==> src/rtl/cbor_item_head_encoder_unit_defines.svh <==
// Assertion macros shared by the CBOR head encoder RTL.
// Expects clk_i and rst_ni in the scope of each use.
`ifndef CBOR_ITEM_HEAD_ENCODER_UNIT_DEFINES_SVH
`define CBOR_ITEM_HEAD_ENCODER_UNIT_DEFINES_SVH

// Check a property every clock outside reset.
`define CBOR_ASSERT(lbl, prop, msg) \
  lbl: assert property (@(posedge clk_i) disable iff (!rst_ni) (prop)) else $error(msg);

// Check that an antecedent implies a consequent in the same cycle.
`define CBOR_ASSERT_IMP(lbl, ante, cons, msg) \
  lbl: assert property (@(posedge clk_i) disable iff (!rst_ni) (ante) |-> (cons)) \
    else $error(msg);

`endif

==> src/rtl/cbor_he_pkg.sv <==
// Types and constants of the CBOR item head encoder.
// No dependencies; used by the front end, queue, back end and top level.
`default_nettype none

package cbor_he_pkg;

  typedef enum logic [2:0] {
    ACT_UINT  = 3'd0,
    ACT_SINT  = 3'd1,
    ACT_FLOAT = 3'd2,
    ACT_NULL  = 3'd3,
    ACT_TEXT  = 3'd4,
    ACT_ARRAY = 3'd5,
    ACT_MAP   = 3'd6,
    ACT_RAW   = 3'd7
  } action_e;

  localparam logic [2:0] MT_UINT  = 3'd0;
  localparam logic [2:0] MT_NINT  = 3'd1;
  localparam logic [2:0] MT_TEXT  = 3'd3;
  localparam logic [2:0] MT_ARRAY = 3'd4;
  localparam logic [2:0] MT_MAP   = 3'd5;

  localparam logic [4:0] AI_ONE   = 5'd24;
  localparam logic [4:0] AI_TWO   = 5'd25;
  localparam logic [4:0] AI_FOUR  = 5'd26;
  localparam logic [4:0] AI_EIGHT = 5'd27;

  localparam logic [7:0] IB_FLOAT32 = 8'hFA;
  localparam logic [7:0] IB_NULL    = 8'hF6;

  localparam int unsigned MaxArgBytes = 8;

  // One classified item: leading byte, argument left-aligned, argument byte count.
  typedef struct packed {
    logic [7:0]  init_byte;
    logic [63:0] arg;
    logic [3:0]  nbytes;
  } desc_t;

endpackage

`default_nettype wire

==> src/rtl/cbor_he_if.sv <==
// Valid/ready channel interfaces of the CBOR head encoder.
// Depends on nothing; used by the top level.
`default_nettype none

interface cbor_he_in_if;
  logic        valid;
  logic        ready;
  logic [2:0]  action;
  logic [63:0] head_value;
  logic signed [63:0] signed_value;
  logic [31:0] float_bits;
  logic [7:0]  raw_byte;

  modport source (output valid, action, head_value, signed_value, float_bits, raw_byte,
                  input ready);
  modport sink (input valid, action, head_value, signed_value, float_bits, raw_byte,
                output ready);
endinterface

interface cbor_he_out_if;
  logic       valid;
  logic       ready;
  logic [7:0] out_byte;
  logic       last_byte;

  modport source (output valid, out_byte, last_byte, input ready);
  modport sink (input valid, out_byte, last_byte, output ready);
endinterface

`default_nettype wire

==> src/rtl/cbor_he_front.sv <==
// Front end: classifies an item into leading byte and argument bytes.
// Depends on cbor_he_pkg.
`default_nettype none

module cbor_he_front (
  input  wire logic [2:0]         action_i,
  input  wire logic [63:0]        head_value_i,
  input  wire logic signed [63:0] signed_value_i,
  input  wire logic [31:0]        float_bits_i,
  input  wire logic [7:0]         raw_byte_i,
  output cbor_he_pkg::desc_t      desc_o
);

  function automatic cbor_he_pkg::desc_t head(input logic [2:0] major, input logic [63:0] arg);
    cbor_he_pkg::desc_t d;
    d.init_byte = {major, 5'd0};
    d.arg       = '0;
    d.nbytes    = '0;
    priority if (arg < 64'd24) begin
      d.init_byte = {major, arg[4:0]};
    end else if (arg[63:8] == '0) begin
      d.init_byte = {major, cbor_he_pkg::AI_ONE};
      d.arg       = {arg[7:0], 56'd0};
      d.nbytes    = 4'd1;
    end else if (arg[63:16] == '0) begin
      d.init_byte = {major, cbor_he_pkg::AI_TWO};
      d.arg       = {arg[15:0], 48'd0};
      d.nbytes    = 4'd2;
    end else if (arg[63:32] == '0) begin
      d.init_byte = {major, cbor_he_pkg::AI_FOUR};
      d.arg       = {arg[31:0], 32'd0};
      d.nbytes    = 4'd4;
    end else begin
      d.init_byte = {major, cbor_he_pkg::AI_EIGHT};
      d.arg       = arg;
      d.nbytes    = 4'(cbor_he_pkg::MaxArgBytes);
    end
    return d;
  endfunction

  cbor_he_pkg::action_e act;
  logic [63:0]          sv_bits;

  assign act     = cbor_he_pkg::action_e'(action_i);
  assign sv_bits = signed_value_i;

  always_comb begin
    unique case (act)
      cbor_he_pkg::ACT_UINT:  desc_o = head(cbor_he_pkg::MT_UINT, head_value_i);
      cbor_he_pkg::ACT_SINT: begin
        if (sv_bits[63]) desc_o = head(cbor_he_pkg::MT_NINT, ~sv_bits);
        else             desc_o = head(cbor_he_pkg::MT_UINT, sv_bits);
      end
      cbor_he_pkg::ACT_FLOAT: begin
        desc_o.init_byte = cbor_he_pkg::IB_FLOAT32;
        desc_o.arg       = {float_bits_i, 32'd0};
        desc_o.nbytes    = 4'd4;
      end
      cbor_he_pkg::ACT_NULL: begin
        desc_o.init_byte = cbor_he_pkg::IB_NULL;
        desc_o.arg       = '0;
        desc_o.nbytes    = '0;
      end
      cbor_he_pkg::ACT_TEXT:  desc_o = head(cbor_he_pkg::MT_TEXT, head_value_i);
      cbor_he_pkg::ACT_ARRAY: desc_o = head(cbor_he_pkg::MT_ARRAY, head_value_i);
      cbor_he_pkg::ACT_MAP:   desc_o = head(cbor_he_pkg::MT_MAP, head_value_i);
      default: begin
        desc_o.init_byte = raw_byte_i;
        desc_o.arg       = '0;
        desc_o.nbytes    = '0;
      end
    endcase
  end

endmodule

`default_nettype wire

==> src/rtl/cbor_he_queue.sv <==
// Two-entry descriptor queue between front and back end.
// Depends on cbor_he_pkg.
`default_nettype none

module cbor_he_queue (
  input  wire logic               clk_i,
  input  wire logic               rst_ni,
  input  wire logic               push_i,
  input  wire cbor_he_pkg::desc_t push_desc_i,
  output logic                    full_o,
  input  wire logic               pop_i,
  output logic                    empty_o,
  output cbor_he_pkg::desc_t      head_desc_o
);

  cbor_he_pkg::desc_t entry_q [2];
  logic               wr_ptr_q, wr_ptr_d;
  logic               rd_ptr_q, rd_ptr_d;
  logic [1:0]         count_q, count_d;

  assign full_o      = count_q[1];
  assign empty_o     = (count_q == 2'd0);
  assign head_desc_o = entry_q[rd_ptr_q];

  always_comb begin
    wr_ptr_d = wr_ptr_q ^ push_i;
    rd_ptr_d = rd_ptr_q ^ pop_i;
    count_d  = count_q + {1'b0, push_i} - {1'b0, pop_i};
  end

  always_ff @(posedge clk_i or negedge rst_ni) begin
    if (!rst_ni) begin
      wr_ptr_q <= 1'b0;
      rd_ptr_q <= 1'b0;
      count_q  <= 2'd0;
    end else begin
      wr_ptr_q <= wr_ptr_d;
      rd_ptr_q <= rd_ptr_d;
      count_q  <= count_d;
    end
  end

  always_ff @(posedge clk_i) begin
    if (push_i) begin
      entry_q[wr_ptr_q] <= push_desc_i;
    end
  end

endmodule

`default_nettype wire

==> src/rtl/cbor_he_back.sv <==
// Back end: serializes one descriptor into bytes through an output register.
// Depends on cbor_he_pkg and cbor_item_head_encoder_unit_defines.svh.
`default_nettype none

`include "cbor_item_head_encoder_unit_defines.svh"

module cbor_he_back (
  input  wire logic               clk_i,
  input  wire logic               rst_ni,
  input  wire logic               empty_i,
  input  wire cbor_he_pkg::desc_t head_desc_i,
  output logic                    pop_o,
  output logic                    out_valid_o,
  input  wire logic               out_ready_i,
  output logic [7:0]              out_byte_o,
  output logic                    last_byte_o
);

  logic        valid_q, valid_d;
  logic [7:0]  byte_q, byte_d;
  logic        last_q, last_d;
  logic [63:0] arg_q, arg_d;
  logic [3:0]  cnt_q, cnt_d;
  logic        advance;

  assign advance     = !valid_q || out_ready_i;
  assign pop_o       = advance && (cnt_q == 4'd0) && !empty_i;
  assign out_valid_o = valid_q;
  assign out_byte_o  = byte_q;
  assign last_byte_o = last_q;

  always_comb begin
    valid_d = valid_q;
    byte_d  = byte_q;
    last_d  = last_q;
    arg_d   = arg_q;
    cnt_d   = cnt_q;
    if (advance) begin
      if (cnt_q != 4'd0) begin
        valid_d = 1'b1;
        byte_d  = arg_q[63:56];
        arg_d   = {arg_q[55:0], 8'd0};
        cnt_d   = cnt_q - 4'd1;
        last_d  = (cnt_q == 4'd1);
      end else if (!empty_i) begin
        valid_d = 1'b1;
        byte_d  = head_desc_i.init_byte;
        arg_d   = head_desc_i.arg;
        cnt_d   = head_desc_i.nbytes;
        last_d  = (head_desc_i.nbytes == 4'd0);
      end else begin
        valid_d = 1'b0;
      end
    end
  end

  always_ff @(posedge clk_i or negedge rst_ni) begin
    if (!rst_ni) begin
      valid_q <= 1'b0;
      cnt_q   <= 4'd0;
    end else begin
      valid_q <= valid_d;
      cnt_q   <= cnt_d;
    end
  end

  always_ff @(posedge clk_i) begin
    byte_q <= byte_d;
    last_q <= last_d;
    arg_q  <= arg_d;
  end

  `CBOR_ASSERT(a_cnt_range, cnt_q <= 4'(cbor_he_pkg::MaxArgBytes), "argument count out of range")
  `CBOR_ASSERT_IMP(a_cnt_valid, cnt_q != 4'd0, valid_q, "bytes pending without valid output")
  `CBOR_ASSERT_IMP(a_last_done, valid_q && last_q, cnt_q == 4'd0, "last byte flagged early")

endmodule

`default_nettype wire

==> src/rtl/cbor_item_head_encoder_unit.sv <==
// CBOR item head encoder, top level.
// Depends on cbor_he_pkg, cbor_he_if, cbor_he_front, cbor_he_queue, cbor_he_back.
//
// in_i carries one item request per transfer: an action code and its operand
// fields. out_o carries the encoded CBOR stream one byte per transfer, with
// last_byte set on the final byte of each item. Unused operand fields are
// ignored.
// The front end classifies each item into a leading byte and 0, 1, 2, 4 or 8
// argument bytes and pushes it into a two-entry queue; the back end pops it
// and shifts the bytes out through a registered output.
// When the queue and back end are idle, the first byte of an item passes through
// the queue entry and then the output register before it is valid. The back end
// sends one output byte per cycle while out_o is ready, so an item of 1 to 9
// bytes holds it for one output transfer per byte; single-byte items run back
// to back at one item per cycle while out_o is ready.
// in_i.ready drops only while the queue holds two items. When out_o stalls,
// the output byte holds and the queue fills before the input stalls.
// Reset empties the queue and the output register; no sweep is needed.
`default_nettype none

module cbor_item_head_encoder_unit (
  input  wire logic     clk_i,
  input  wire logic     rst_ni,
  cbor_he_in_if.sink    in_i,
  cbor_he_out_if.source out_o
);

  cbor_he_pkg::desc_t front_desc;
  cbor_he_pkg::desc_t head_desc;
  logic               q_full;
  logic               q_empty;
  logic               q_pop;

  assign in_i.ready = !q_full;

  cbor_he_front u_front (
    .action_i       (in_i.action),
    .head_value_i   (in_i.head_value),
    .signed_value_i (in_i.signed_value),
    .float_bits_i   (in_i.float_bits),
    .raw_byte_i     (in_i.raw_byte),
    .desc_o         (front_desc)
  );

  cbor_he_queue u_queue (
    .clk_i       (clk_i),
    .rst_ni      (rst_ni),
    .push_i      (in_i.valid && !q_full),
    .push_desc_i (front_desc),
    .full_o      (q_full),
    .pop_i       (q_pop),
    .empty_o     (q_empty),
    .head_desc_o (head_desc)
  );

  cbor_he_back u_back (
    .clk_i       (clk_i),
    .rst_ni      (rst_ni),
    .empty_i     (q_empty),
    .head_desc_i (head_desc),
    .pop_o       (q_pop),
    .out_valid_o (out_o.valid),
    .out_ready_i (out_o.ready),
    .out_byte_o  (out_o.out_byte),
    .last_byte_o (out_o.last_byte)
  );

endmodule

`default_nettype wire

==> src/flat_wrapper.sv <==
// flat-port wrapper written by rule: the top's interface ports become plain ports
module cbor_item_head_encoder_unit_flat 
  (clk_i, rst_ni, in_i_valid, in_i_action, in_i_head_value, in_i_signed_value, in_i_float_bits, in_i_raw_byte, in_i_ready, out_o_valid, out_o_out_byte, out_o_last_byte, out_o_ready);
  cbor_he_in_if in_i_i ();
  cbor_he_out_if out_o_i ();
  input  wire logic clk_i;
  input  wire logic rst_ni;
  input wire logic [$bits(in_i_i.valid)-1:0] in_i_valid;
  input wire logic [$bits(in_i_i.action)-1:0] in_i_action;
  input wire logic [$bits(in_i_i.head_value)-1:0] in_i_head_value;
  input wire logic [$bits(in_i_i.signed_value)-1:0] in_i_signed_value;
  input wire logic [$bits(in_i_i.float_bits)-1:0] in_i_float_bits;
  input wire logic [$bits(in_i_i.raw_byte)-1:0] in_i_raw_byte;
  output wire logic [$bits(in_i_i.ready)-1:0] in_i_ready;
  output wire logic [$bits(out_o_i.valid)-1:0] out_o_valid;
  output wire logic [$bits(out_o_i.out_byte)-1:0] out_o_out_byte;
  output wire logic [$bits(out_o_i.last_byte)-1:0] out_o_last_byte;
  input wire logic [$bits(out_o_i.ready)-1:0] out_o_ready;
  assign in_i_i.valid = in_i_valid;
  assign in_i_i.action = in_i_action;
  assign in_i_i.head_value = in_i_head_value;
  assign in_i_i.signed_value = in_i_signed_value;
  assign in_i_i.float_bits = in_i_float_bits;
  assign in_i_i.raw_byte = in_i_raw_byte;
  assign in_i_ready = in_i_i.ready;
  assign out_o_valid = out_o_i.valid;
  assign out_o_out_byte = out_o_i.out_byte;
  assign out_o_last_byte = out_o_i.last_byte;
  assign out_o_i.ready = out_o_ready;
  cbor_item_head_encoder_unit u_core (.clk_i(clk_i), .rst_ni(rst_ni), .in_i(in_i_i), .out_o(out_o_i));
endmodule
==> config.mk <==
export PLATFORM = sky130hd
export DESIGN_NAME = cbor_item_head_encoder_unit_flat
export DESIGN_NICKNAME = d
export VERILOG_FILES = /design/src/rtl/cbor_he_pkg.sv /design/src/rtl/cbor_he_if.sv /design/src/rtl/cbor_he_front.sv /design/src/rtl/cbor_he_queue.sv /design/src/rtl/cbor_he_back.sv /design/src/rtl/cbor_item_head_encoder_unit.sv /design/src/flat_wrapper.sv
export VERILOG_INCLUDE_DIRS = /design/src /design/src/rtl
export SDC_FILE = /design/constraint.sdc
export NUM_CORES = 1
export LEC_CHECK = 0
export ABC_AREA = 1
export BUFFER_PORTS_ARGS = -buffer_cell sky130_fd_sc_hd__buf_2
export CAP_MARGIN = 5
export CORE_MARGIN = 2
export CORE_UTILIZATION = 50
export CTS_BUF_LIST = sky130_fd_sc_hd__clkbuf_4
export DETAILED_ROUTE_END_ITERATION = 7
export GPL_ROUTABILITY_DRIVEN = 1
export GPL_TIMING_DRIVEN = 0
export PLACE_DENSITY = 0.72
export SYNTH_ARGS = -nofsm -noshare
export SYNTH_HDL_FRONTEND = slang
export SYNTH_HIERARCHICAL = 1
export SYNTH_SLANG_ARGS = --single-unit
==> constraint.sdc <==
create_clock -name clk_i -period 2.9 [get_ports clk_i]
set_input_delay 0.58 -clock clk_i [delete_from_list [all_inputs] [get_ports clk_i]]
set_output_delay 0.58 -clock clk_i [all_outputs]
set_load 0.1 [all_outputs]
==> flow_summary.json <==
{
  "outcome": "complete, no violations",
  "cts_tree": "done",
  "fillers": 2494,
  "multiInputGateArea_mm2": 0.00571,
  "clkPwrFrac_pct": 20.5,
  "cp.arrival_ns": 3.07,
  "p_total_w": 0.0126,
  "numCtsBuffers": 53,
  "cts_max_path_buffers": 3,
  "fin_crit_ns": 2.60,
  "drive_above_1_share_pct": 18.2,
  "rrSetupSlack_ns": 0.46,
  "slew_violations": 0,
  "sw_frac_of_total_pct": 38.7,
  "synth_edf_count": 225,
  "wire_per_inst_um": 22.5,
  "final_core_util_pct": 58.8,
  "timing.hold.ws_ns": 0.220,
  "grt_antenna_before_repair": 1,
  "io_pins": 186,
  "p_leak_nw": 7.14,
  "syn_area_mm2": 0.0138,
  "synthTopCellsByArea": "edfxtp_1, nand2_1, nand3_1, nor2_1, inv_1",
  "worst_pin_slew_ns": 0.961,
  "combPwrFrac_pct": 36.5,
  "drtAntennaViolNets": 0,
  "clock_skew_ns": 0.0324,
  "drt_iter0_drc": 1530,
  "hp-class": "input pin to flop",
  "slew_headroom_pct": 36.0,
  "post_cts.repair.setup_buffers": 0,
  "ys_seq_area_share_pct": 50.7,
  "rows": 60,
  "layout.cells.non_filler": 2347,
  "hold_start": "out_o_ready",
  "cp-end-kind": "flop",
  "initial_core_util_pct": 51.1,
  "yosysWarnings": 6,
  "path_max_fanout": 10,
  "cp_data_required_time_ns": 3.37,
  "rr_worst_depth": 7,
  "start_kind": "input pin",
  "final-seq-area_mm2": 0.00698,
  "route.met2.wl_um": 24400,
  "maxUsedRoutingLayer": "met4",
  "grt-ovfl-total": 0,
  "grt_max_degree": 78,
  "seq_power_share_pct": 43.0,
  "intPower_w": 0.00774,
  "setup_viol": 0,
  "fin_crit_sh_pct": 89.8,
  "synthToLayoutAreaGrowth_pct": 15.2,
  "synth_top_area_share_pct": 49.1,
  "via_count": 13200,
  "grt_pass1_wl_um": 76600,
  "async_flop_share_pct": 3.85,
  "synth-seq-cells": 234,
  "ir_worst_vdd_v": 0.000516,
  "holdPathEnd": "u_core/u_back/out_valid_o$_DFFE_PN0P_",
  "cts_root_buf": "clkbuf_4",
  "whs_path_depth": 4,
  "drt_pass1_iterations": 5,
  "place_hpwl_um": 41000,
  "pwr_density_cell_mw_per_mm2": 797,
  "design.core.area_mm2": 0.0270,
  "die_w_um": 170,
  "synthDistinctLibCells": 44,
  "clock.fmax_mhz": 384,
  "wl_met1_um": 20800,
  "synth_ff_type": "edfxtp_1",
  "rsz0062_at_grt": "false",
  "netlist_instances": 1729,
  "die_area_mm2": 0.0289,
  "syn_avg_cell_area_um2": 7.96,
  "fp.dieH_um": 170,
  "yosysTopAreaCell": "edfxtp_1",
  "vias_per_cell": 5.61,
  "power.switching_w": 0.00489,
  "h-tree-depth": 2,
  "drt-total-wl_um": 52800,
  "ctsHoldBuffers": 1,
  "cts.clk_slew.worst_paths_ns": 0.07,
  "synth_nets": 1910,
  "criticalPathCategory": "input pin to flop",
  "grt_pass1_vias": 12600,
  "dp.cells": 2248,
  "drc": 0,
  "cap_violations": 0,
  "clkSinkCount": 234,
  "rr_startpoint": "u_core/u_back/cnt_q[0]$_DFFE_PN0P_",
  "grt_usage_pct": 36.8,
  "clk_latency_ns": 0.67,
  "gp_congestion": 1.02,
  "io_buffer_count": 176,
  "ctsResizeCount": 0,
  "hold_violations": 0,
  "reg2reg_to": "u_core/u_back/arg_q[5]$_SDFFCE_PP0P_",
  "final_nets": 2144,
  "wl_met3_um": 4470
}
## registers in the layout, summed over array words and instances (netlist names)
name / cells
u_core/u_back/arg_q: 64
u_core/u_queue/entry_q: 152
u_core/u_queue/wr_ptr_q: 1
u_core/u_queue/count_q: 2
u_core/u_back/last_byte_o: 1
u_core/u_back/out_valid_o: 1
u_core/u_back/cnt_q: 4
u_core/u_back/out_byte_o: 8
u_core/u_queue/rd_ptr_q: 1
## per-stage QoR
| step | setup WS, ns | instance area (µm²) | TNS [ns] |
|---|---|---|---|
| final | 0.296 | 15900 | 0 |
| after global routing | 0.270 | 15900 | 0 |
| after CTS | 0.461 | 15900 | 0 |
| after detailed placement | -0.221 | 15200 | -6.78 |
| after global placement | -1.36 | 15100 | -211.47 |
| after floorplan | -0.125 | 13800 | -18.98 |
## synthesized netlist by cell type, types with 3 or more instances
master and n:
a21boi_0 15, a21oi_1 45, a31oi_1 5, buf_2 34, buf_4 6, buf_6 11, clkbuf_1 25, dfrtp_1 9
edfxtp_1 225, ha_1 6, inv_1 161, inv_2 5, nand2_1 600, nand2_2 15, nand3_1 139, nand4_1 11
nor2_1 177, nor2_2 8, nor2_4 5, nor3_1 8, o211ai_1 8, o21a_1 3, o21ai_0 68, o21ai_1 77
o21ai_2 10, o21bai_1 7, o22ai_1 3, xnor2_1 23
## worst max-delay path by stage
stage	endpoint	depth (start not counted)	start	slack, ns
after floorplan	u_core/u_queue/entry_q[0][0]$_DFFE_PP_	3	in_i_valid	-0.12
after global placement	u_core/u_queue/entry_q[0][19]$_DFFE_PP_	4	in_i_valid	-1.36
after detailed placement	u_core/u_queue/entry_q[0][47]$_DFFE_PP_	13	in_i_signed_value[24]	-0.22
after CTS	u_core/u_back/arg_q[5]$_SDFFCE_PP0P_	7	u_core/u_back/cnt_q[0]$_DFFE_PN0P_	0.46
after global routing	u_core/u_queue/entry_q[1][47]$_DFFE_PP_	13	in_i_signed_value[24]	0.27
final	u_core/u_queue/entry_q[1][56]$_DFFE_PP_	11	in_i_signed_value[24]	0.30
## cell families (layout without fill, tap and decap cells)
group,count (synthesis),after routing,share of synthesized area (%)
AND/OR/NAND/NOR,971,971,29.2
AO/OA/AOI/OAI,247,247,10.1
buffers and inverters,247,523,7.96
flip-flops,234,234,50.7
XOR/XNOR,24,24,1.53
adder cells (fa/ha/maj),6,6,0.546
other,0,1,0
## worst max-delay path, stage by stage
cell      delay (ns)
buf_2           0.13
inv_1           0.20
nand3_1         0.11
nor2_1          0.32
nand2_1         0.33
inv_1           0.15
clkbuf_1        0.57
nand4_1         0.19
nand3_1         0.13
nand3_1         0.12
nand2_1         0.23
## cell type report
| cell class | count | area share [%] |
|---|---|---|
| inverter | 168 | 3.99 |
| buffer | 79 | 2.93 |
| multi-input combinational | 1248 | 36.0 |
| sequential | 234 | 44.0 |
| clock buffer | 79 | 3.74 |
| tap | 341 | 2.69 |
| clock inverter | 18 | 0.623 |
| timing repair buffer | 179 | 5.97 |
| antenna | 1 | 0.0158 |
## cells in the final DEF, fill, tap and decap left out, drive strengths merged
master / Yosys / final
nor2: 191 / 191
nand2: 616 / 616
dlygate4sd3: 0 / 1
dfrtp: 9 / 9
o21bai: 7 / 7
nor3: 9 / 9
a21boi: 15 / 15
buf: 53 / 231
xor2: 1 / 1
clkinv: 2 / 18
o311ai: 3 / 3
o22ai: 3 / 3
clkinvlp: 0 / 1
a22oi: 2 / 2
edfxtp: 225 / 225
o31ai: 1 / 1
o211ai: 8 / 8
diode: 0 / 1
o21ai: 155 / 155
a21oi: 45 / 45
and3: 1 / 1
clkbuf: 26 / 105
nor4: 1 / 1
ha: 6 / 6
nand3: 141 / 141
bufinv: 0 / 1
xnor2: 23 / 23
nand4: 12 / 12
o21a: 3 / 3
inv: 166 / 166
a31oi: 5 / 5
## power groups by stage
stage	Combinational, W	Clock, W	Sequential [W]
2_1_floorplan	0.00261	0	0.00595
3_3_place_gp	0.00442	0	0.00553
3_5_place_dp	0.00457	0	0.00549
4_1_cts	0.00459	0.00262	0.00543
5_1_grt	0.00506	0.00279	0.00551
6_report	0.00462	0.00258	0.00543
## metal layers
metal	vias to the layer above	global-route usage (%)
met1	6120	47.2
met2	732	60.5
met3	138	5.95
li1	6182	-
met5	-	0
met4	0	19.1
(Power assumes the default switching activity.)
